==> src/rtl/core/cfps_pkg.sv <==
// shared types and constants of the closest/farthest pair search
// no dependencies; imported by every module of the block

package cfps_pkg;

  // coordinate, squared distance and root widths
  localparam int COORD_BITS   = 24;
  localparam int SQ_BITS      = 2 * COORD_BITS + 2;
  localparam int ROOT_BITS    = SQ_BITS / 2;
  localparam int IDX_OUT_BITS = 10;
  localparam int MODE_BITS    = 2;
  localparam int POINT_BITS   = 3 * COORD_BITS;

  // input beat selector codes
  typedef enum logic [MODE_BITS-1:0] {
    MODE_LOAD    = 2'd0,
    MODE_COMPARE = 2'd1,
    MODE_END     = 2'd2
  } mode_t;

  // control states of the top level
  typedef enum logic [2:0] {
    ST_IDLE,
    ST_SCAN,
    ST_DRAIN,
    ST_ROOT,
    ST_EMIT
  } state_t;

  // status of the distance pipeline toward the controller
  typedef struct packed {
    logic busy;
    logic hit;
  } dist_stat_t;

  // magnitude of the difference of two signed coordinates
  function automatic logic [COORD_BITS-1:0] abs_diff(
    input logic signed [COORD_BITS-1:0] a,
    input logic signed [COORD_BITS-1:0] b
  );
    logic signed [COORD_BITS:0] d;
    d = (COORD_BITS+1)'(a) - (COORD_BITS+1)'(b);
    return d[COORD_BITS] ? COORD_BITS'(-d) : COORD_BITS'(d);
  endfunction

endpackage

==> src/rtl/core/cfps_dist_pipe.sv <==
// squared distance pipeline: tag align, abs diff, square, sum
// uses cfps_pkg; fed by the read port of cfps_point_mem

module cfps_dist_pipe
  import cfps_pkg::*;
#(
  parameter int AW = 10
) (
  input  logic                         clk,
  input  logic                         rst_n,
  input  logic                         issue,
  input  logic [AW-1:0]                issue_idx,
  input  logic [POINT_BITS-1:0]        mem_data,
  input  logic signed [COORD_BITS-1:0] q_x,
  input  logic signed [COORD_BITS-1:0] q_y,
  input  logic signed [COORD_BITS-1:0] q_z,
  output dist_stat_t                   stat,
  output logic [SQ_BITS-1:0]           sq,
  output logic [AW-1:0]                idx
);

  logic                      v0_r, v1_r, v2_r, v3_r;
  logic [AW-1:0]             i0_r, i1_r, i2_r, i3_r;
  logic [COORD_BITS-1:0]     dx_r, dy_r, dz_r;
  logic [2*COORD_BITS-1:0]   sx_r, sy_r, sz_r;
  logic [SQ_BITS-1:0]        sum_r;
  logic signed [COORD_BITS-1:0] m_x, m_y, m_z;

  assign m_x = mem_data[3*COORD_BITS-1:2*COORD_BITS];
  assign m_y = mem_data[2*COORD_BITS-1:COORD_BITS];
  assign m_z = mem_data[COORD_BITS-1:0];

  // valid flags of each stage
  always_ff @(posedge clk) begin
    if (!rst_n) begin
      v0_r <= 1'b0;
      v1_r <= 1'b0;
      v2_r <= 1'b0;
      v3_r <= 1'b0;
    end else begin
      v0_r <= issue;
      v1_r <= v0_r;
      v2_r <= v1_r;
      v3_r <= v2_r;
    end
  end

  // datapath stages
  always_ff @(posedge clk) begin
    // index rides along with the memory read
    i0_r <= issue_idx;
    // per-axis magnitude of difference
    i1_r <= i0_r;
    dx_r <= abs_diff(m_x, q_x);
    dy_r <= abs_diff(m_y, q_y);
    dz_r <= abs_diff(m_z, q_z);
    // squares
    i2_r <= i1_r;
    sx_r <= dx_r * dx_r;
    sy_r <= dy_r * dy_r;
    sz_r <= dz_r * dz_r;
    // sum of squares
    i3_r  <= i2_r;
    sum_r <= SQ_BITS'(sx_r) + SQ_BITS'(sy_r) + SQ_BITS'(sz_r);
  end

  assign stat.busy = v0_r | v1_r | v2_r | v3_r;
  assign stat.hit  = v3_r;
  assign sq        = sum_r;
  assign idx       = i3_r;

endmodule

==> config.mk <==
export PLATFORM = sky130hd
export DESIGN_NAME = cfps_dist_pipe
export DESIGN_NICKNAME = d
export VERILOG_FILES = /design/src/rtl/core/cfps_pkg.sv /design/src/rtl/core/cfps_dist_pipe.sv
export SDC_FILE = /design/constraint.sdc
export NUM_CORES = 2
export LEC_CHECK = 0
export BUFFER_PORTS_ARGS = -buffer_cell sky130_fd_sc_hd__buf_2
export CORE_UTILIZATION = 65
export DETAILED_ROUTE_END_ITERATION = 10
export GPL_TIMING_DRIVEN = 0
export PLACE_DENSITY = 0.83
export SLEW_MARGIN = 10
export SYNTH_ARGS = -nofsm -noshare
export SYNTH_HDL_FRONTEND = slang
export SYNTH_SLANG_ARGS = --single-unit
==> constraint.sdc <==
create_clock -name clk -period 12.8 [get_ports clk]
set_input_delay 2.56 -clock clk [delete_from_list [all_inputs] [get_ports clk]]
set_output_delay 2.56 -clock clk [all_outputs]
set_load 0.005 [all_outputs]
# ---- Word-level counts from Yosys, hierarchy flattened
# Index checks and enable logic that the tools add are counted.
dict set report totals {
  reg_bits 310
  out_inout_bits 62
}
dict set report op_classes {
  n_addsub 8
  bitwise_logic 3
  n_mul 3
  muxes 3
}
# cell count
set ops {}
lappend ops {{24-bit by 24-bit multiplier with 48-bit output} 3}
lappend ops {{24-bit by 24-bit subtractor with 25-bit output} 3}
lappend ops {{24-bit two-way mux} 3}
lappend ops {{24-bit negator} 3}
lappend ops {{49-bit by 48-bit adder with 50-bit output} 1}
lappend ops {{48-bit by 48-bit adder with 49-bit output} 1}
lappend ops {{1-bit bitwise OR} 3}

# ---- Logic depth before layout (Yosys ltp)
dict set report depth {
  depth_word 3
  ltp_mapped 29
  ltp_nobuf 28
}

# ---- Worst setup path after synthesis
# OpenSTA, ideal clock, no wires.
dict set report synth_path {
  kind {register -> register}
  from {register dx_r[2]}
  to {register sx_r[47]}
  path_buffers 2
  stages_incl_launch_ff 30
  setup_slack_ps 5358
  t_arrival_ps 7319
  path_cell_list {dfxtp_1 clkbuf_1 clkbuf_1 nand2_1 fa_1 inv_1 fa_1 inv_1 fa_1 inv_1 fa_1 inv_1 fa_1 inv_1 fa_1 inv_1 fa_1 inv_1 ha_1 a21o_1 a21o_1 a21oi_1 a21oi_1 or2_1 a311oi_1 o2111ai_1 a41oi_1 o31ai_1 a221oi_2 xnor2_1}
}
dict set report synth_between {
  elab_chain_len 1
}
# element line
set synth_rtl {}
lappend synth_rtl {{start: declaration} cfps_dist_pipe.sv:24} ;# logic [COORD_BITS-1:0] dx_r, dy_r, dz_r;
lappend synth_rtl {{start signal: assignment} cfps_dist_pipe.sv:54} ;# dx_r <= abs_diff(m_x, q_x);
lappend synth_rtl {{24-bit by 24-bit multiplier with 48-bit output} cfps_dist_pipe.sv:59} ;# sx_r <= dx_r * dx_r;
lappend synth_rtl {{end signal: assignment} cfps_dist_pipe.sv:59}
lappend synth_rtl {{end: declaration} cfps_dist_pipe.sv:25} ;# logic [2*COORD_BITS-1:0] sx_r, sy_r, sz_r;
# No other way between the ends.
# A chain may end at the register's enable or synchronous reset.

# ---- Worst setup path after layout
dict set report layout_path {
  from {register dy_r[17]}
  to {register sy_r[47]}
}
dict set report layout_between {
  elab_chain_len 1
}
# element line
set layout_rtl {}
lappend layout_rtl {{start: declaration} cfps_dist_pipe.sv:24}
lappend layout_rtl {{start signal: assignment} cfps_dist_pipe.sv:55} ;# dy_r <= abs_diff(m_y, q_y);
lappend layout_rtl {{24-bit by 24-bit multiplier with 48-bit output} cfps_dist_pipe.sv:60} ;# sy_r <= dy_r * dy_r;
lappend layout_rtl {{end signal: assignment} cfps_dist_pipe.sv:60}
lappend layout_rtl {{end: declaration} cfps_dist_pipe.sv:25}
# No other way between the ends.

==> impl_metrics.toml <==
[outcome]
outcome = "finished, final reports clean"

[global_route]
grt_antenna_before_repair = 5
grt_start_max_net_pins = 16
grt_usage = 0.333
grt_overflow = 0
grt_pass1_vias = 50440
grt_pass1_wl_microns = 255000

[die]
dieArea_sq_um = 98800
rows = 114
ios = 219
core_area_sq_um = 96700
initial_utilization = 0.656
die_h_microns = 314
die_width_microns = 314

[clock_network]
h-tree-depth = 2
cts_resized = 0
clockBufferDepth = 3
clockRootBuffer = "clkbuf_16"
worstSkewPairLatency_ns = 0.60
cts_sinks = 307
clk_pin_slew_ns = 0.08
cts_tree = "built"
cts_setup_buffers = 0
hold_buffers = 0
cts_made_buffers = 39

[detailed_routing]
ant_nets = 0
finalWirelength_microns = 159000
dr.pass1.iters = 6
route.detailed.drc = 0
vias = 47338
drt_iter0_drc = 3498
via_per_inst = 5.60
wire_per_inst_microns = 18.8

[setup_path]
path_buf_inv = 7
crit_top_cell = "fa_1"
crit_path_end_kind = "flip-flop"
critPathTopFamily = "adder cells"
startpoint_type = "flip-flop"
arrival_ns = 9.79
cp.required_ns = 13.28
path_max_fanout = 10
slowest_stage = "clkbuf_1"
slowest_delay_ns = 0.61
worstSetupPathType = "flip-flop to flip-flop"

[layout]
layout-drive-gt1-share = 0.0484
final_cell_mix = "inv_1 (1913), fa_1 (1316), ha_1 (651), nand2_1 (587), and2_1 (364)"
final_area_sq_um = 67500
syn_to_final_growth_pct = 6.48
fin_cells = 8451
mostFrequentLayoutCell = "inv_1"
finalNetCount = 9267
nFillCells = 7308

[flow_run]
maxCapViolCount = 0

[sta]
tightest_slew_ns = 0.916
fin_worst_skew_ns = 0.0319
hold_violations = 0
finalMaxSlewViolations = 0
finalCritPeriodShare = 0.727
fin_setup_tns_ns = 0
holdWs_ns = 0.317
fmax_ghz = 0.107
setup_violations = 0
slew_headroom = 0.389
period_minus_slack_ns = 9.31
rsz0062_at_grt = "no"

[place]
numPlacedInstances = 8378
io_buffers = 218
postPlaceCellArea_sq_um = 66100
place_congestion = 1.01
hpwl_microns = 135000

[logic_synthesis]
ys.flop_type = "dfxtp_1"
ys_types = 97
synth_cells = 6882
yosysWarnings = 0
synth_area_leader_cell = "fa_1"
synth_edf_count = 0
syn_area_sq_um = 63400
postSynthAreaPerCell_sq_um = 9.21
synth_area_leaders = "fa_1 (42%), ha_1 (13%), inv_1 (11%)"
seq_area_frac_synth = 0.0969
ys_ff_latch = 307
synth_top_area_share = 0.415
async_reset_ff_frac = 0

[min_path]
min_path_type = "flip-flop to flip-flop"
==> final timing paths <==
kind,startpoint,endpoint,slack [ns],depth (start not counted)
setup / recovery,dy_r[17],sy_r[47],3.49,27
hold / removal,i0_r[7],i1_r[7],0.32,0
setup reg to reg,dy_r[17],sy_r[47],3.49,27
hold reg to reg,i0_r[7],i1_r[7],0.32,0
==> cells in the mapped netlist (9+ instances only) <==
cell type and n:
o21a_1 41, nand2b_1 25, o21ai_0 116, and2_1 364, a21o_1 133, or3_1 11, and3_1 27, a31oi_1 26
nor3_1 33, xnor2_1 216, or2_2 13, nand2_1 587, fa_1 1316, nor2b_1 44, dfxtp_1 307, nand4_1 20
o21bai_1 21, nor4_1 9, clkbuf_1 176, xor2_1 100, o211ai_1 13, nand3_1 45, inv_1 1913, nor2_1 174
a211o_1 15, a211oi_1 19, o21ai_1 14, a21oi_1 256, ha_1 651, o31ai_1 25
==> logic make-up after synthesis <==
| group | after synthesis | share of synthesized area |
|---|---|---|
| adder cells (fa/ha/maj) | 1967 | 0.544 |
| multiplexers | 9 | 0.00148 |
| buffers and inverters | 2095 | 0.124 |
| flip-flops | 307 | 0.0969 |
| AND/OR/NAND/NOR | 1393 | 0.108 |
| other | 1 | 0.0000591 |
| XOR/XNOR | 317 | 0.0441 |
| AO/OA/AOI/OAI | 793 | 0.0818 |
==> stage by stage <==
stage / util / setup slack [ns]
final: 0.698 / 3.49
after global routing: 0.698 / 3.09
after CTS: 0.698 / 3.55
after detailed placement: 0.684 / 3.55
after global placement: 0.684 / 3.78
after floorplan: - / 5.36
==> per-layer routing <==
metal	routed length, microns	vias up	track usage	part of all wire
li1	-	21195	-	-
met1	60400	23395	0.422	0.38
met2	74800	2181	0.547	0.47
met3	14900	563	0.0634	0.094
met4	8890	4	0.165	0.056
met5	27	-	0	0.00017
==> sequential cells by signal (all words and copies together) (netlist names) <==
name and flops:
v3_r 1, dy_r 24, dx_r 24, i1_r 10, i0_r 10, dz_r 24
sy_r 47, idx 10, sz_r 47, sx_r 47, v1_r 1, sq 50
v2_r 1, i2_r 10, v0_r 1
==> cell type report <==
cell class,count,area (sq um),share of cell area
multi-input combinational,4482,49400,0.732
inverter,1913,7180,0.106
sequential,307,6150,0.0910
tap,1276,1600,0.0236
clock buffer,51,1140,0.0169
timing repair buffer,218,1090,0.0162
buffer,182,694,0.0103
clock inverter,21,268,0.00397
antenna,1,2.50,0.0000371
==> worst register-to-register path: stages, from the launching register on <==
cell and delay (ns):
dfxtp_1 0.49, clkbuf_1 0.54, clkbuf_1 0.61, nand2_1 0.28
fa_1 0.60, inv_1 0.06, fa_1 0.53, inv_1 0.06
fa_1 0.52, fa_1 0.52, inv_1 0.05, fa_1 0.49
fa_1 0.49, inv_1 0.05, fa_1 0.52, inv_1 0.06
ha_1 0.38, and3_1 0.27, nand4_1 0.19, o21ai_1 0.15
a221o_1 0.39, nor3_2 0.34, o221a_2 0.32, o211ai_1 0.16
a2111oi_1 0.55, o31ai_1 0.18, a21oi_1 0.20, xnor2_1 0.21
Power is not shown: default switching activity piles up to over one toggle a cycle in this logic, so the estimate is an artifact.
