### src/rtl/core/cfps_pkg.sv
// shared types and constants of the closest/farthest pair search
// no dependencies; imported by every module of the block

package cfps_pkg;

  // coordinate, squared distance and root widths
  localparam int COORD_BITS   = 24;
  localparam int SQ_BITS      = 2 * COORD_BITS + 2;
  localparam int ROOT_BITS    = SQ_BITS / 2;
  localparam int IDX_OUT_BITS = 10;
  localparam int MODE_BITS    = 2;
  localparam int POINT_BITS   = 3 * COORD_BITS;

  // input beat selector codes
  typedef enum logic [MODE_BITS-1:0] {
    MODE_LOAD    = 2'd0,
    MODE_COMPARE = 2'd1,
    MODE_END     = 2'd2
  } mode_t;

  // control states of the top level
  typedef enum logic [2:0] {
    ST_IDLE,
    ST_SCAN,
    ST_DRAIN,
    ST_ROOT,
    ST_EMIT
  } state_t;

  // status of the distance pipeline toward the controller
  typedef struct packed {
    logic busy;
    logic hit;
  } dist_stat_t;

  // magnitude of the difference of two signed coordinates
  function automatic logic [COORD_BITS-1:0] abs_diff(
    input logic signed [COORD_BITS-1:0] a,
    input logic signed [COORD_BITS-1:0] b
  );
    logic signed [COORD_BITS:0] d;
    d = (COORD_BITS+1)'(a) - (COORD_BITS+1)'(b);
    return d[COORD_BITS] ? COORD_BITS'(-d) : COORD_BITS'(d);
  endfunction

endpackage

### src/rtl/core/cfps_isqrt.sv
// integer square root, two radicand bits per cycle
// uses cfps_pkg for the squared distance and root widths

module cfps_isqrt
  import cfps_pkg::*;
(
  input  logic                 clk,
  input  logic                 rst_n,
  input  logic                 start,
  input  logic [SQ_BITS-1:0]   radicand,
  output logic                 busy,
  output logic [ROOT_BITS-1:0] root
);

  logic               busy_r, busy_nxt;
  logic [SQ_BITS-1:0] n_r, n_nxt;
  logic [SQ_BITS-1:0] res_r, res_nxt;
  logic [SQ_BITS-1:0] bit_r, bit_nxt;
  logic [SQ_BITS-1:0] trial;

  assign trial = res_r + bit_r;

  // one digit step
  always_comb begin
    busy_nxt = busy_r;
    n_nxt    = n_r;
    res_nxt  = res_r;
    bit_nxt  = bit_r;
    if (start) begin
      busy_nxt = 1'b1;
      n_nxt    = radicand;
      res_nxt  = '0;
      bit_nxt  = SQ_BITS'(1) << (SQ_BITS - 2);
    end else if (busy_r) begin
      if (n_r >= trial) begin
        n_nxt   = n_r - trial;
        res_nxt = (res_r >> 1) + bit_r;
      end else begin
        res_nxt = res_r >> 1;
      end
      bit_nxt = bit_r >> 2;
      // lowest digit pair done
      if (bit_r[0]) begin
        busy_nxt = 1'b0;
      end
    end
  end

  always_ff @(posedge clk) begin
    if (!rst_n) begin
      busy_r <= 1'b0;
    end else begin
      busy_r <= busy_nxt;
    end
  end

  always_ff @(posedge clk) begin
    n_r   <= n_nxt;
    res_r <= res_nxt;
    bit_r <= bit_nxt;
  end

  assign busy = busy_r;
  assign root = res_r[ROOT_BITS-1:0];

endmodule

### config.mk
export PLATFORM = sky130hd
export DESIGN_NAME = cfps_isqrt
export DESIGN_NICKNAME = d
export VERILOG_FILES = /design/src/rtl/core/cfps_pkg.sv /design/src/rtl/core/cfps_isqrt.sv
export SDC_FILE = /design/constraint.sdc
export NUM_CORES = 1
export LEC_CHECK = 0
export ABC_CLOCK_PERIOD_IN_PS = 7500
export BUFFER_PORTS_ARGS = -buffer_cell sky130_fd_sc_hd__buf_2
export CORE_AREA = 4 4 157 159
export CTS_CLUSTER_SIZE = 25
export DETAILED_ROUTE_END_ITERATION = 10
export DIE_AREA = 0 0 161 163
export PLACE_DENSITY = 0.74
export SETUP_SLACK_MARGIN = 0.15
export SLEW_MARGIN = 15
export SYNTH_ARGS = -nofsm -noshare
export SYNTH_HDL_FRONTEND = slang
export SYNTH_SLANG_ARGS = --single-unit
export TNS_END_PERCENT = 1
### constraint.sdc
create_clock -name clk -period 7.5 [get_ports clk]
set_clock_uncertainty 0.05 [all_clocks]
set_input_delay 0.75 -clock clk [delete_from_list [all_inputs] [get_ports clk]]
set_output_delay 0.75 -clock clk [all_outputs]
set_load 0.1 [all_outputs]
# Word-level counts from Yosys, hierarchy flattened

Index checks and enable logic that the tools add are counted.

Bits in writable memories: 0
Memory bits (read-only): 0
Memories kept: 0
Latch bits: 0
Logic and storage cells: 18
Flip-flop bits (word level): 126

Multipliers: 0
Order comparisons: 1
Add/sub/neg operators: 3
Equality and inequality tests: 0
Bitwise gates (word level): 0
Muxes and demuxes: 7
Divide/modulo/power cells: 0
Reduce and logical (&&, ||, !) cells: 3
Shift-type cells: 0

Operators with widths:

| cell                               | count |
|---|---|
| two-way mux 50 bit                 | 4 |
| adder 49 x 49 -> 50 bit            | 1 |
| adder 50 x 49 -> 50 bit            | 1 |
| greater-or-equal comparator 50 bit | 1 |
| subtractor 50 bit                  | 1 |
| nonzero test 2 bit                 | 2 |
| two-way mux 1 bit                  | 3 |
| AND reduction 2 bit                | 1 |

# Logic depth before layout (Yosys ltp)

Gate-level depths: netlist (run 1).

Word-level depth: 5
Depth in mapped cells: 27
Gate-level depth less buffers: 25

# Least setup slack after synthesis (run 1)

Ideal clock, no wire load.

Path kind: register -> register
Start point: reg res_r[2]
End point: reg n_r[0], enable pin
Data required time: 7.064 ns
Buffers on the path: 3
Setup time: 0.386 ns
Arrival: 5.771 ns
Slack: 1.293 ns
Stages on the path, launching flop included: 26
Cells stage by stage: dfxtp_1 > ha_1 > a31oi_1 > a211o_1 > o311ai_4 > a211o_2 > a21oi_2 > o21ai_2 > a31o_4 > a31oi_4 > o41ai_4 > a41o_1 > xnor2_1 > ha_1 > clkbuf_1 > nand3_1 > nor3_1 > nand4_1 > nor2_1 > o2111ai_1 > and4_1 > or2_1 > buf_2 > buf_2 > nor2_1 > or2_2

Word-level cells in the longest chain between the ends: 4

Ends and longest elaborated chain:

| element                              | line             | source |
|---|---|---|
| start, declared                      | cfps_isqrt.sv:17 | `logic [SQ_BITS-1:0] res_r, res_nxt;` |
| start signal, assigned               | cfps_isqrt.sv:59 | `res_r <= res_nxt;` |
| adder 50 x 49 -> 50 bit              | cfps_isqrt.sv:21 | `assign trial = res_r + bit_r;` |
| greater-or-equal comparator 50 bit   | cfps_isqrt.sv:35 | `if (n_r >= trial) begin` |
| nonzero test 2 bit (no source line)  | --               |  |
| AND reduction 2 bit (no source line) | --               |  |
| end signal, assigned                 | cfps_isqrt.sv:58 | `n_r <= n_nxt;` |
| end, declared                        | cfps_isqrt.sv:16 | `logic [SQ_BITS-1:0] n_r, n_nxt;` |

Every way passes these cells.
A chain may end at the register's enable or synchronous reset.

# Worst setup path after layout (run 1)

Start point: reg bit_r[0]
End point: reg n_r[30], enable pin

Word-level cells in the longest chain between the ends: 4

Ends and longest elaborated chain:

| element                              | line             | source |
|---|---|---|
| start, declared                      | cfps_isqrt.sv:18 | `logic [SQ_BITS-1:0] bit_r, bit_nxt;` |
| start signal, assigned               | cfps_isqrt.sv:60 | `bit_r <= bit_nxt;` |
| adder 50 x 49 -> 50 bit              | cfps_isqrt.sv:21 |  |
| greater-or-equal comparator 50 bit   | cfps_isqrt.sv:35 |  |
| nonzero test 2 bit (no source line)  | --               |  |
| AND reduction 2 bit (no source line) | --               |  |

Every way passes these cells.

==> flow_metrics.tcl, run 1 <==
set metrics [dict create \
    hold_depth 2 \
    drtAntennaViolNets 0 \
    synth_top_area_cell "dfxtp_1" \
    cts_tree "done" \
    worst_slack_ns 0.784 \
    vias 10600 \
    io_buffers 78 \
    routabilityCongestion 0.948 \
    synth.avg_cell_area_um2 7.89 \
    grtUsageTotal_pct 23.3 \
    power_density_nw_per_um2 321 \
    r2r_end "n_r[30]$_DFFE_PP_" \
    start_util_pct 49.1 \
    yosysTopAreaCellShare_pct 13.3 \
    setup.worst_path.end "n_r[30]$_DFFE_PP_" \
    syn_area_um2 11400 \
    max_freq_mhz 149 \
    hold_buffers 0 \
    cts_setup_buffers 0 \
    r2r_cells 24 \
    ios 79 \
    worstSetupPathType "flip-flop to flip-flop" \
    coreArea_um2 23300 \
    ctsRootBufferMaster "clkbuf_16" \
    dpl_worst_slack_ns 1.00 \
    rr_startpoint "bit_r[0]$_SDFFE_PP0P_" \
    timing.setup.tns_ns 0 \
    firstDrtPassIters 5 \
    finalCritPeriodShare_pct 89.5 \
    wl_um 30900 \
    hold_viol 0 \
    synth_cell_types 70 \
    synth-edff-count 50 \
    setup_viol 0 \
    grt_pass1_wl_um 50500 \
    dieArea_um2 26200 \
    dp_hpwl_um 22700 \
    clk_pin_slew_ns 0.06 \
    wl_per_cell_um 17.4 \
    nNetsFinal 1602 \
    hp-class "flip-flop to flip-flop" \
    yosys-top-cells-area "dfxtp_1, edfxtp_1, ha_1" \
    drc 0 \
    rsz0062_at_grt "false" \
    ir_drop_mv 0.153 \
    cts_num_sinks 126 \
    cap_violations 0 \
    syn_inst 1447 \
    clk_path_buf_depth 2 \
    tightest_slew_ns 0.797 \
    yosysSeqAreaShare_pct 26.5 \
    ys.flop_type "dfxtp_1" \
    leakagePower_nw 4.97 \
    reg2reg_slack_ns 0.78 \
    layout_commonest_cell "nor2_1" \
    rows 56 \
    clkLatencyLatePin_ns 0.44 \
    diodes 0 \
    overflow 0 \
    slew_headroom_pct 46.8 \
    cts_buffers 17 \
    first_global_vias 10100 \
    synth-seq-cells 126 \
    drt_iter0_markers 837 \
    grt_max_degree 73 \
    final_cell_mix "nor2_1, nand2_1, o21ai_0" \
    drv_slew 0 \
    end_kind "flip-flop" \
    routed_via_density 5.96 \
    async_reset_ff_share_pct 0 \
    syn_to_final_growth_pct 8.09 \
    outcome "finished, final reports clean" \
    path_max_fanout 50 \
    postCtsResizedCells 0 \
    die_w_um 161 \
    worstSetupStartpoint "bit_r[0]$_SDFFE_PP0P_" \
    worstPathRequired_ns 7.51 \
    critPathLaunchType "flip-flop" \
    postSynthNetCount 1603 \
    yosysWarningCount 0 \
    drive_above_1_share_pct 9.18 \
    antenna_found_initial 0 \
    post-route-min-period_ns 6.72 \
    die_h_um 163 \
    crit_arrival_ns 6.73 \
    h-tree-depth 4 \
]
[critical path: stages (launching register included)]
cell,delay (ns)
dfxtp_1,0.34
ha_1,0.20
ha_1,0.21
a21o_1,0.19
a31oi_1,0.32
o311ai_0,0.27
nand4_1,0.15
nand3_1,0.13
o41ai_1,0.62
o21a_1,0.25
nor2b_1,0.23
o21ai_0,0.14
a21oi_1,0.20
xor2_1,0.10
ha_1,0.36
nand3_1,0.17
nor3_1,0.42
nand2_1,0.12
o31ai_1,0.33
nor2_1,0.07
and4_1,0.22
or2_1,0.25
nor2_1,0.23
or2_2,0.16
buf_4,0.55
[how the worst min path moves through the flow]
stage,from,to
final,res_r[49]$_SDFFE_PP0P_,res_r[49]$_SDFFE_PP0P_
after detailed placement,res_r[49]$_SDFFE_PP0P_,res_r[49]$_SDFFE_PP0P_
after global routing,res_r[49]$_SDFFE_PP0P_,res_r[49]$_SDFFE_PP0P_
after CTS,res_r[49]$_SDFFE_PP0P_,res_r[49]$_SDFFE_PP0P_
after global placement,res_r[49]$_SDFFE_PP0P_,res_r[49]$_SDFFE_PP0P_
after floorplan,res_r[49]$_SDFFE_PP0P_,res_r[49]$_SDFFE_PP0P_
[logic make-up after synthesis]
kind of cell | synth area share (%)
buffers and inverters | 5.25
adder cells (fa/ha/maj) | 11.4
XOR/XNOR | 9.44
multiplexers | 2.55
AO/OA/AOI/OAI | 25.6
AND/OR/NAND/NOR | 19.4
flip-flops | 26.5
[flip-flops by register name (all words and copies together) (netlist names)]
name   cells
res_r     50
n_r       50
busy       1
bit_r     25
[final cells by class]
class                           instances  area, um^2
Timing Repair Buffer                   84         438
Clock buffer                           24         536
Inverter                               26        97.6
Tap cell                              319         399
Clock inverter                          8        46.3
Multi-Input combinational cell       1191        7790
Fill cell                            2238       10900
Sequential cell                       126        3030
[per-layer routing]
layer  vias to the layer above  share of wire [%]  GRT usage [%]
met5                         -                  0              0
met4                         0                2.9           8.92
met3                        72                5.9           3.24
met2                       374                 47           38.9
met1                      4908                 44           30.9
li1                       5234                  -              -
[per-stage QoR]
stage	util (%)	power (mW)	instance area, um^2	hold WS, ns	std cells
after floorplan	-	2.66	11400	0.413	1447
after global placement	50.5	3.06	11800	0.426	1746
after detailed placement	50.5	3.09	11800	0.438	1746
after CTS	53.0	3.94	12300	0.449	1778
after global routing	53.0	4.22	12300	0.466	1778
final	53.0	3.96	12300	0.441	1778
[cells in the mapped netlist (11+ instances only)]
library cell    n
nand3_1        24
xnor2_1        63
and3_1         13
a31oi_1        39
nor2_1        179
o211ai_1       11
and2_1         13
ha_1          102
nand2b_1       14
edfxtp_1       50
nor2b_1        19
mux2i_1        28
buf_4          25
o21bai_1       20
a311oi_1       13
xor2_1         60
o31ai_1        13
nand4_1        24
a21o_1         45
inv_1          26
nor3_1         13
o21a_1         12
a21oi_1        87
buf_2          13
dfxtp_1        76
a211oi_1       29
nand2_1       173
clkbuf_1       59
o21ai_0       104
[power breakdown]
part	total (mW)	internal, mW	switching, mW
Sequential	1.03	0.906	0.128
Clock	0.830	0.498	0.332
Combinational	2.09	0.778	1.31
Total	3.96	2.18	1.77
Note: power is estimated with default switching activity, not from simulation.
==> run 2: changes to the inputs <==
Settings changed: CELL_PAD_IN_SITES_DETAIL_PLACEMENT set to 1, CELL_PAD_IN_SITES_GLOBAL_PLACEMENT set to 2, CORE_AREA 4 4 157 159 to 4 4 181 183, DIE_AREA 0 0 161 163 to 0 0 185 187, PLACE_DENSITY 0.74 to 0.88.
==> flow_metrics.tcl, run 2 (same netlist as run 1, synthesis figures left out) <==
set metrics [dict create \
    reg2reg_slack_ns 0.86 \
    ir_drop_mv 0.161 \
    cts_setup_buffers 0 \
    worstSetupPathType "flip-flop to flip-flop" \
    drc 0 \
    hold_depth 2 \
    drive_above_1_share_pct 9.39 \
    tightest_slew_ns 0.928 \
    postCtsResizedCells 0 \
    crit_path_top_delay_cell "o41ai_1" \
    rr_startpoint "res_r[0]$_SDFFE_PP0P_" \
    syn_to_final_growth_pct 9.53 \
    swShare_pct 45.3 \
    critical_path_buf_inv_count 1 \
    r2r_cells 24 \
    cpLargestDelayFamily "compound AO/OA/AOI/OAI gates" \
    drt_iter0_markers 518 \
    whs_ns 0.437 \
    crit_arrival_ns 6.96 \
    cap_violations 0 \
    ios 79 \
    multi_input_area_um2 7790 \
    hold_buffers 0 \
    dieArea_um2 34600 \
    num-fill-cells 3805 \
    p_int_mw 2.24 \
    hold_end "res_r[49]$_SDFFE_PP0P_" \
    top_regs "n_r (50), res_r (50), bit_r (25)" \
    nNetsFinal 1602 \
    crit_path_frequent_cell "ha_1" \
    h-tree-depth 4 \
    critPathLaunchType "flip-flop" \
    clk_path_buf_depth 2 \
    path_max_fanout 45 \
    drtAntennaViolNets 0 \
    routabilityCongestion 0.908 \
    worstPathRequired_ns 7.83 \
    antenna_found_initial 0 \
    outcome "finished, final reports clean" \
    drv_slew 0 \
    fin_util_pct 40.0 \
    met1_usage_pct 26.2 \
    clkLatencyLatePin_ns 0.44 \
    dp_hpwl_um 27000 \
    layout_commonest_cell "nor2_1" \
    post-route-min-period_ns 6.64 \
    path_cells "ha_1 -> ha_1 -> a21o_1 -> a31oi_1 -> o311ai_0 -> nand4_1 -> nand3_1 -> o41ai_1 -> o21a_1 -> nor2b_1 -> o21ai_0 -> a21oi_1 -> xor2_1 -> ha_1 -> nand3_1 -> nor3_1 -> nand4_1 -> nor2_1 -> o2111ai_1 -> and4_1 -> or2_2 -> buf_4 -> o311ai_0 -> o311a_1" \
    pwr-share-seq_pct 25.3 \
    r2r_end "res_r[12]$_SDFFE_PP0P_" \
    routed_via_density 5.69 \
    first_global_vias 11000 \
    die_w_um 185 \
    wl_per_cell_um 19.3 \
    end_kind "flip-flop" \
    timing.setup.tns_ns 0 \
    rsz0062_at_grt "false" \
    overflow 0 \
    power_density_nw_per_um2 328 \
    cts_buffers 17 \
    use_met2_pct 35.9 \
    wl_um 35900 \
    cts_num_sinks 126 \
    finalCritPeriodShare_pct 88.5 \
    grtUsageMet3_pct 2.72 \
    die_h_um 187 \
    crit_path_max_incr_delay_ns 0.62 \
    hold_viol 0 \
    rows 65 \
    io_buffers 78 \
    firstDrtPassIters 4 \
    ctsRootBufferMaster "clkbuf_16" \
    final_cell_mix "nor2_1, nand2_1, o21ai_0" \
    cts_tree "done" \
    slew_headroom_pct 38.1 \
    power_switching_mw 1.86 \
    register_area_um2 3030 \
    start_util_pct 36.6 \
    diodes 0 \
    clk_pin_slew_ns 0.06 \
    setup_viol 0 \
    grt_pass1_wl_um 58000 \
    hp-class "flip-flop to flip-flop" \
    max_freq_mhz 151 \
    grtUsageTotal_pct 20.5 \
    min_from "res_r[49]$_SDFFE_PP0P_" \
    grt_max_degree 101 \
    p_comb_share_pct 52.7 \
    coreArea_um2 31200 \
    top_usage_layer "met2" \
    clockPowerShare_pct 22.0 \
    leakagePower_nw 4.99 \
    vias 10600 \
]
run 2: worst max path at each step:
stage | start | to | slack (ns) | depth (start not counted)
6_report | res_r[0]$_SDFFE_PP0P_ | res_r[12]$_SDFFE_PP0P_ | 0.86 | 24
5_1_grt | res_r[0]$_SDFFE_PP0P_ | res_r[8]$_SDFFE_PP0P_ | 0.23 | 24
4_1_cts | res_r[2]$_SDFFE_PP0P_ | res_r[12]$_SDFFE_PP0P_ | 0.81 | 23
3_5_place_dp | bit_r[0]$_SDFFE_PP0P_ | res_r[12]$_SDFFE_PP0P_ | 0.89 | 24
3_3_place_gp | res_r[2]$_SDFFE_PP0P_ | res_r[8]$_SDFFE_PP0P_ | 1.19 | 23
2_1_floorplan | res_r[2]$_SDFFE_PP0P_ | n_r[0]$_DFFE_PP_ | 1.29 | 25
run 2: routing by layer:
metal,routed length (um),share of wire [%]
met3,1180,3.3
met4,722,2.0
met5,0,0
met2,17800,49
met1,16300,45
run 2: power by group through the flow:
stage	logic [mW]	clock network [mW]	registers (mW)
final	2.16	0.901	1.04
after global routing	2.39	0.945	1.05
after CTS	2.16	0.916	1.04
after detailed placement	2.13	0	1.05
after global placement	2.08	0	1.04
after floorplan	1.67	0	0.988
run 2: stage by stage:
| step | total power, mW | worst slack (ns) | area (um^2) | instances |
|---|---|---|---|---|
| 6_report | 4.10 | 0.864 | 12500 | 1861 |
| 5_1_grt | 4.38 | 0.230 | 12500 | 1861 |
| 4_1_cts | 4.11 | 0.815 | 12500 | 1861 |
| 3_5_place_dp | 3.18 | 0.892 | 11900 | 1829 |
| 3_3_place_gp | 3.12 | 1.19 | 11900 | 1829 |
| 2_1_floorplan | 2.66 | 1.29 | 11400 | 1447 |
run 2: worst min-delay path: stages, from the launching register on:
cell,delay (ns)
dfxtp_1,0.32
nand2_1,0.06
a21oi_1,0.05
run 2: cell type report:
class | count | share of cell area [%]
Timing Repair Buffer | 84 | 3.63
Tap cell | 402 | 4.02
Clock buffer | 21 | 4.02
Clock inverter | 11 | 0.981
Inverter | 26 | 0.781
Sequential cell | 126 | 24.2
Multi-Input combinational cell | 1191 | 62.3
==> run 3: changes to the inputs <==
Settings changed: BUFFER_PORTS_ARGS -buffer_cell sky130_fd_sc_hd__buf_2 to unset, CORE_AREA 4 4 181 183 to 4 4 177 179, DIE_AREA 0 0 185 187 to 0 0 181 183, DONT_BUFFER_PORTS set to 1, PLACE_DENSITY 0.88 to 0.87.
==> flow_metrics.tcl, run 3 (same netlist as run 1, synthesis figures left out) <==
set metrics [dict create \
    outcome "finished, final reports clean" \
    reg2reg_slack_ns 0.76 \
    drv_slew 0 \
    power_density_nw_per_um2 331 \
    power_switching_mw 1.83 \
    layout_commonest_cell "nor2_1" \
    clk_pin_slew_ns 0.06 \
    clkLatencyLatePin_ns 0.44 \
    leakagePower_nw 4.78 \
    cap_violations 0 \
    io_buffers 0 \
    worstSetupPathType "flip-flop to flip-flop" \
    crit_path_max_incr_delay_ns 0.48 \
    rows 63 \
    dp_hpwl_um 26600 \
    cts_num_sinks 126 \
    hold_buffers 0 \
    r2r_end "n_r[31]$_DFFE_PP_" \
    place_area_um2 11600 \
    die_h_um 183 \
    wl_per_cell_um 20.0 \
    critical_path_buf_inv_count 1 \
    worstSetupStartpoint "bit_r[2]$_SDFFE_PP0P_" \
    diodes 0 \
    finalCritPeriodShare_pct 89.8 \
    slew_headroom_pct 42.3 \
    setup_viol 0 \
    drive_above_1_share_pct 5.77 \
    dieArea_um2 33100 \
    syn_to_final_growth_pct 7.41 \
    tightest_slew_ns 0.865 \
    final_cell_mix "nor2_1, nand2_1, o21ai_0" \
    rr_startpoint "bit_r[2]$_SDFFE_PP0P_" \
    nNetsFinal 1547 \
    cts_buffers 17 \
    cpLargestDelayFamily "compound AO/OA/AOI/OAI gates" \
    rsz0062_at_grt "false" \
    grt_max_degree 180 \
    crit_arrival_ns 6.82 \
    grt_pass1_wl_um 58400 \
    fin_area_um2 12300 \
    h-tree-depth 4 \
    wl_um 35900 \
    routed_via_density 5.79 \
    drtAntennaViolNets 0 \
    ios 79 \
    path_cells "ha_1 -> a31oi_1 -> a211o_1 -> o311ai_4 -> a211o_2 -> a21oi_2 -> o21ai_2 -> a31o_4 -> a31oi_4 -> o41ai_4 -> a41o_1 -> xnor2_1 -> ha_1 -> nand3_1 -> nor3_1 -> nand4_1 -> nor2_1 -> o2111ai_1 -> and4_1 -> or2_2 -> nor2_1 -> or2_2 -> buf_12" \
    max_freq_mhz 148 \
    routabilityCongestion 0.859 \
    drc 0 \
    setup.worst_path.end "n_r[31]$_DFFE_PP_" \
    grtUsageTotal_pct 21.6 \
    critPathLaunchType "flip-flop" \
    path_depth 23 \
    crit_path_top_delay_cell "o41ai_4" \
    firstDrtPassIters 5 \
    p_comb_share_pct 53.3 \
    overflow 0 \
    antenna_found_initial 0 \
    timing.setup.tns_ns 0 \
    hp-class "primary input to flip-flop" \
    p_int_mw 2.23 \
    first_global_vias 10700 \
    ctsRootBufferMaster "clkbuf_16" \
    coreArea_um2 29600 \
    ir_drop_mv 0.164 \
    start_util_pct 38.6 \
    drt_iter0_markers 547 \
    clockPowerShare_pct 21.8 \
    cts_tree "done" \
    top_regs "n_r (50), res_r (50), bit_r (25)" \
    post-route-min-period_ns 6.74 \
    vias 10400 \
    die_w_um 181 \
    clk_path_buf_depth 2 \
    num-fill-cells 3608 \
    swShare_pct 45.0 \
    end_kind "flip-flop" \
    hold_viol 0 \
    r2r_cells 23 \
    path_max_fanout 34 \
    pwr-share-seq_pct 24.9 \
    worstPathRequired_ns 7.58 \
]
## run 3: cell types whose count changed in the layout (fill, tap and decap cells not counted), moves of 2 or more
cell	previous run	this run
buf_2	77	0
buf_4	5	28
clkbuf_1	0	2
clkinv_2	1	3
clkinvlp_4	2	0
inv_4	4	2
## run 3: timing repair
action	4_1_cts	5_1_grt
setup endpoints to repair	0	34
setup buffers	0	0
resized for setup	0	1
## run 3: area by class of cell
| cell class | count | area [um^2] | share of cell area [%] |
|---|---|---|---|
| clock inverter | 7 | 66.3 | 0.541 |
| tap | 390 | 488 | 3.98 |
| inverter | 26 | 97.6 | 0.796 |
| timing repair buffer | 29 | 230 | 1.88 |
| multi-input combinational | 1191 | 7800 | 63.6 |
| sequential | 126 | 3030 | 24.7 |
| clock buffer | 25 | 549 | 4.48 |
## run 3: worst min path at each step
stage                                         to  cells after the start                   start
after floorplan           res_r[49]$_SDFFE_PP0P_                      2  res_r[49]$_SDFFE_PP0P_
after global placement    res_r[49]$_SDFFE_PP0P_                      2  res_r[49]$_SDFFE_PP0P_
after detailed placement  res_r[49]$_SDFFE_PP0P_                      2  res_r[49]$_SDFFE_PP0P_
after CTS                 bit_r[36]$_SDFFE_PP0P_                      1                   start
after global routing      res_r[41]$_SDFFE_PP0P_                      1                   start
final                            busy$_SDFF_PN0_                      1                   rst_n
## run 3: metal layers
| metal | routed length, um | up-vias | global-route usage (%) | share of wire, % |
|---|---|---|---|---|
| li1 | - | 5117 | - | - |
| met1 | 16200 | 5065 | 27.1 | 45 |
| met2 | 17600 | 167 | 37.7 | 49 |
| met3 | 1270 | 47 | 3.85 | 3.5 |
| met4 | 879 | 0 | 7.21 | 2.4 |
| met5 | 0 | - | 0 | 0 |
## run 3: per-stage QoR
step           worst slack [ns]  cells  util (%)  hold WS (ns)  total power, mW
6_report                  0.761   1794      41.5         0.368             4.06
5_1_grt                   0.175   1794      41.5         0.343             4.35
4_1_cts                   0.704   1794      41.5         0.334             4.07
3_5_place_dp              0.789   1762      39.4         0.459             3.16
3_3_place_gp               1.02   1762      39.4         0.427             3.10
2_1_floorplan              1.29   1447         -         0.413             2.66
## run 3: power by group through the flow
stage          combinational, mW  sequential, mW  clock (mW)
2_1_floorplan               1.67           0.988           0
3_3_place_gp                2.09            1.02           0
3_5_place_dp                2.13            1.02           0
4_1_cts                     2.16            1.01       0.900
5_1_grt                     2.40            1.02       0.932
6_report                    2.17            1.01       0.885
## run 3: worst register-to-register path, delay by kind of cell, from the launching register on
kind | cells | cell delay [ns]
AOI/OAI and AO/OA | 11 | 2.72
and+or+nand+nor | 8 | 2.14
adders and majority gates | 2 | 0.79
DFF | 1 | 0.35
buffers and inverters | 1 | 0.29
xor gates and xnor gates | 1 | 0.08
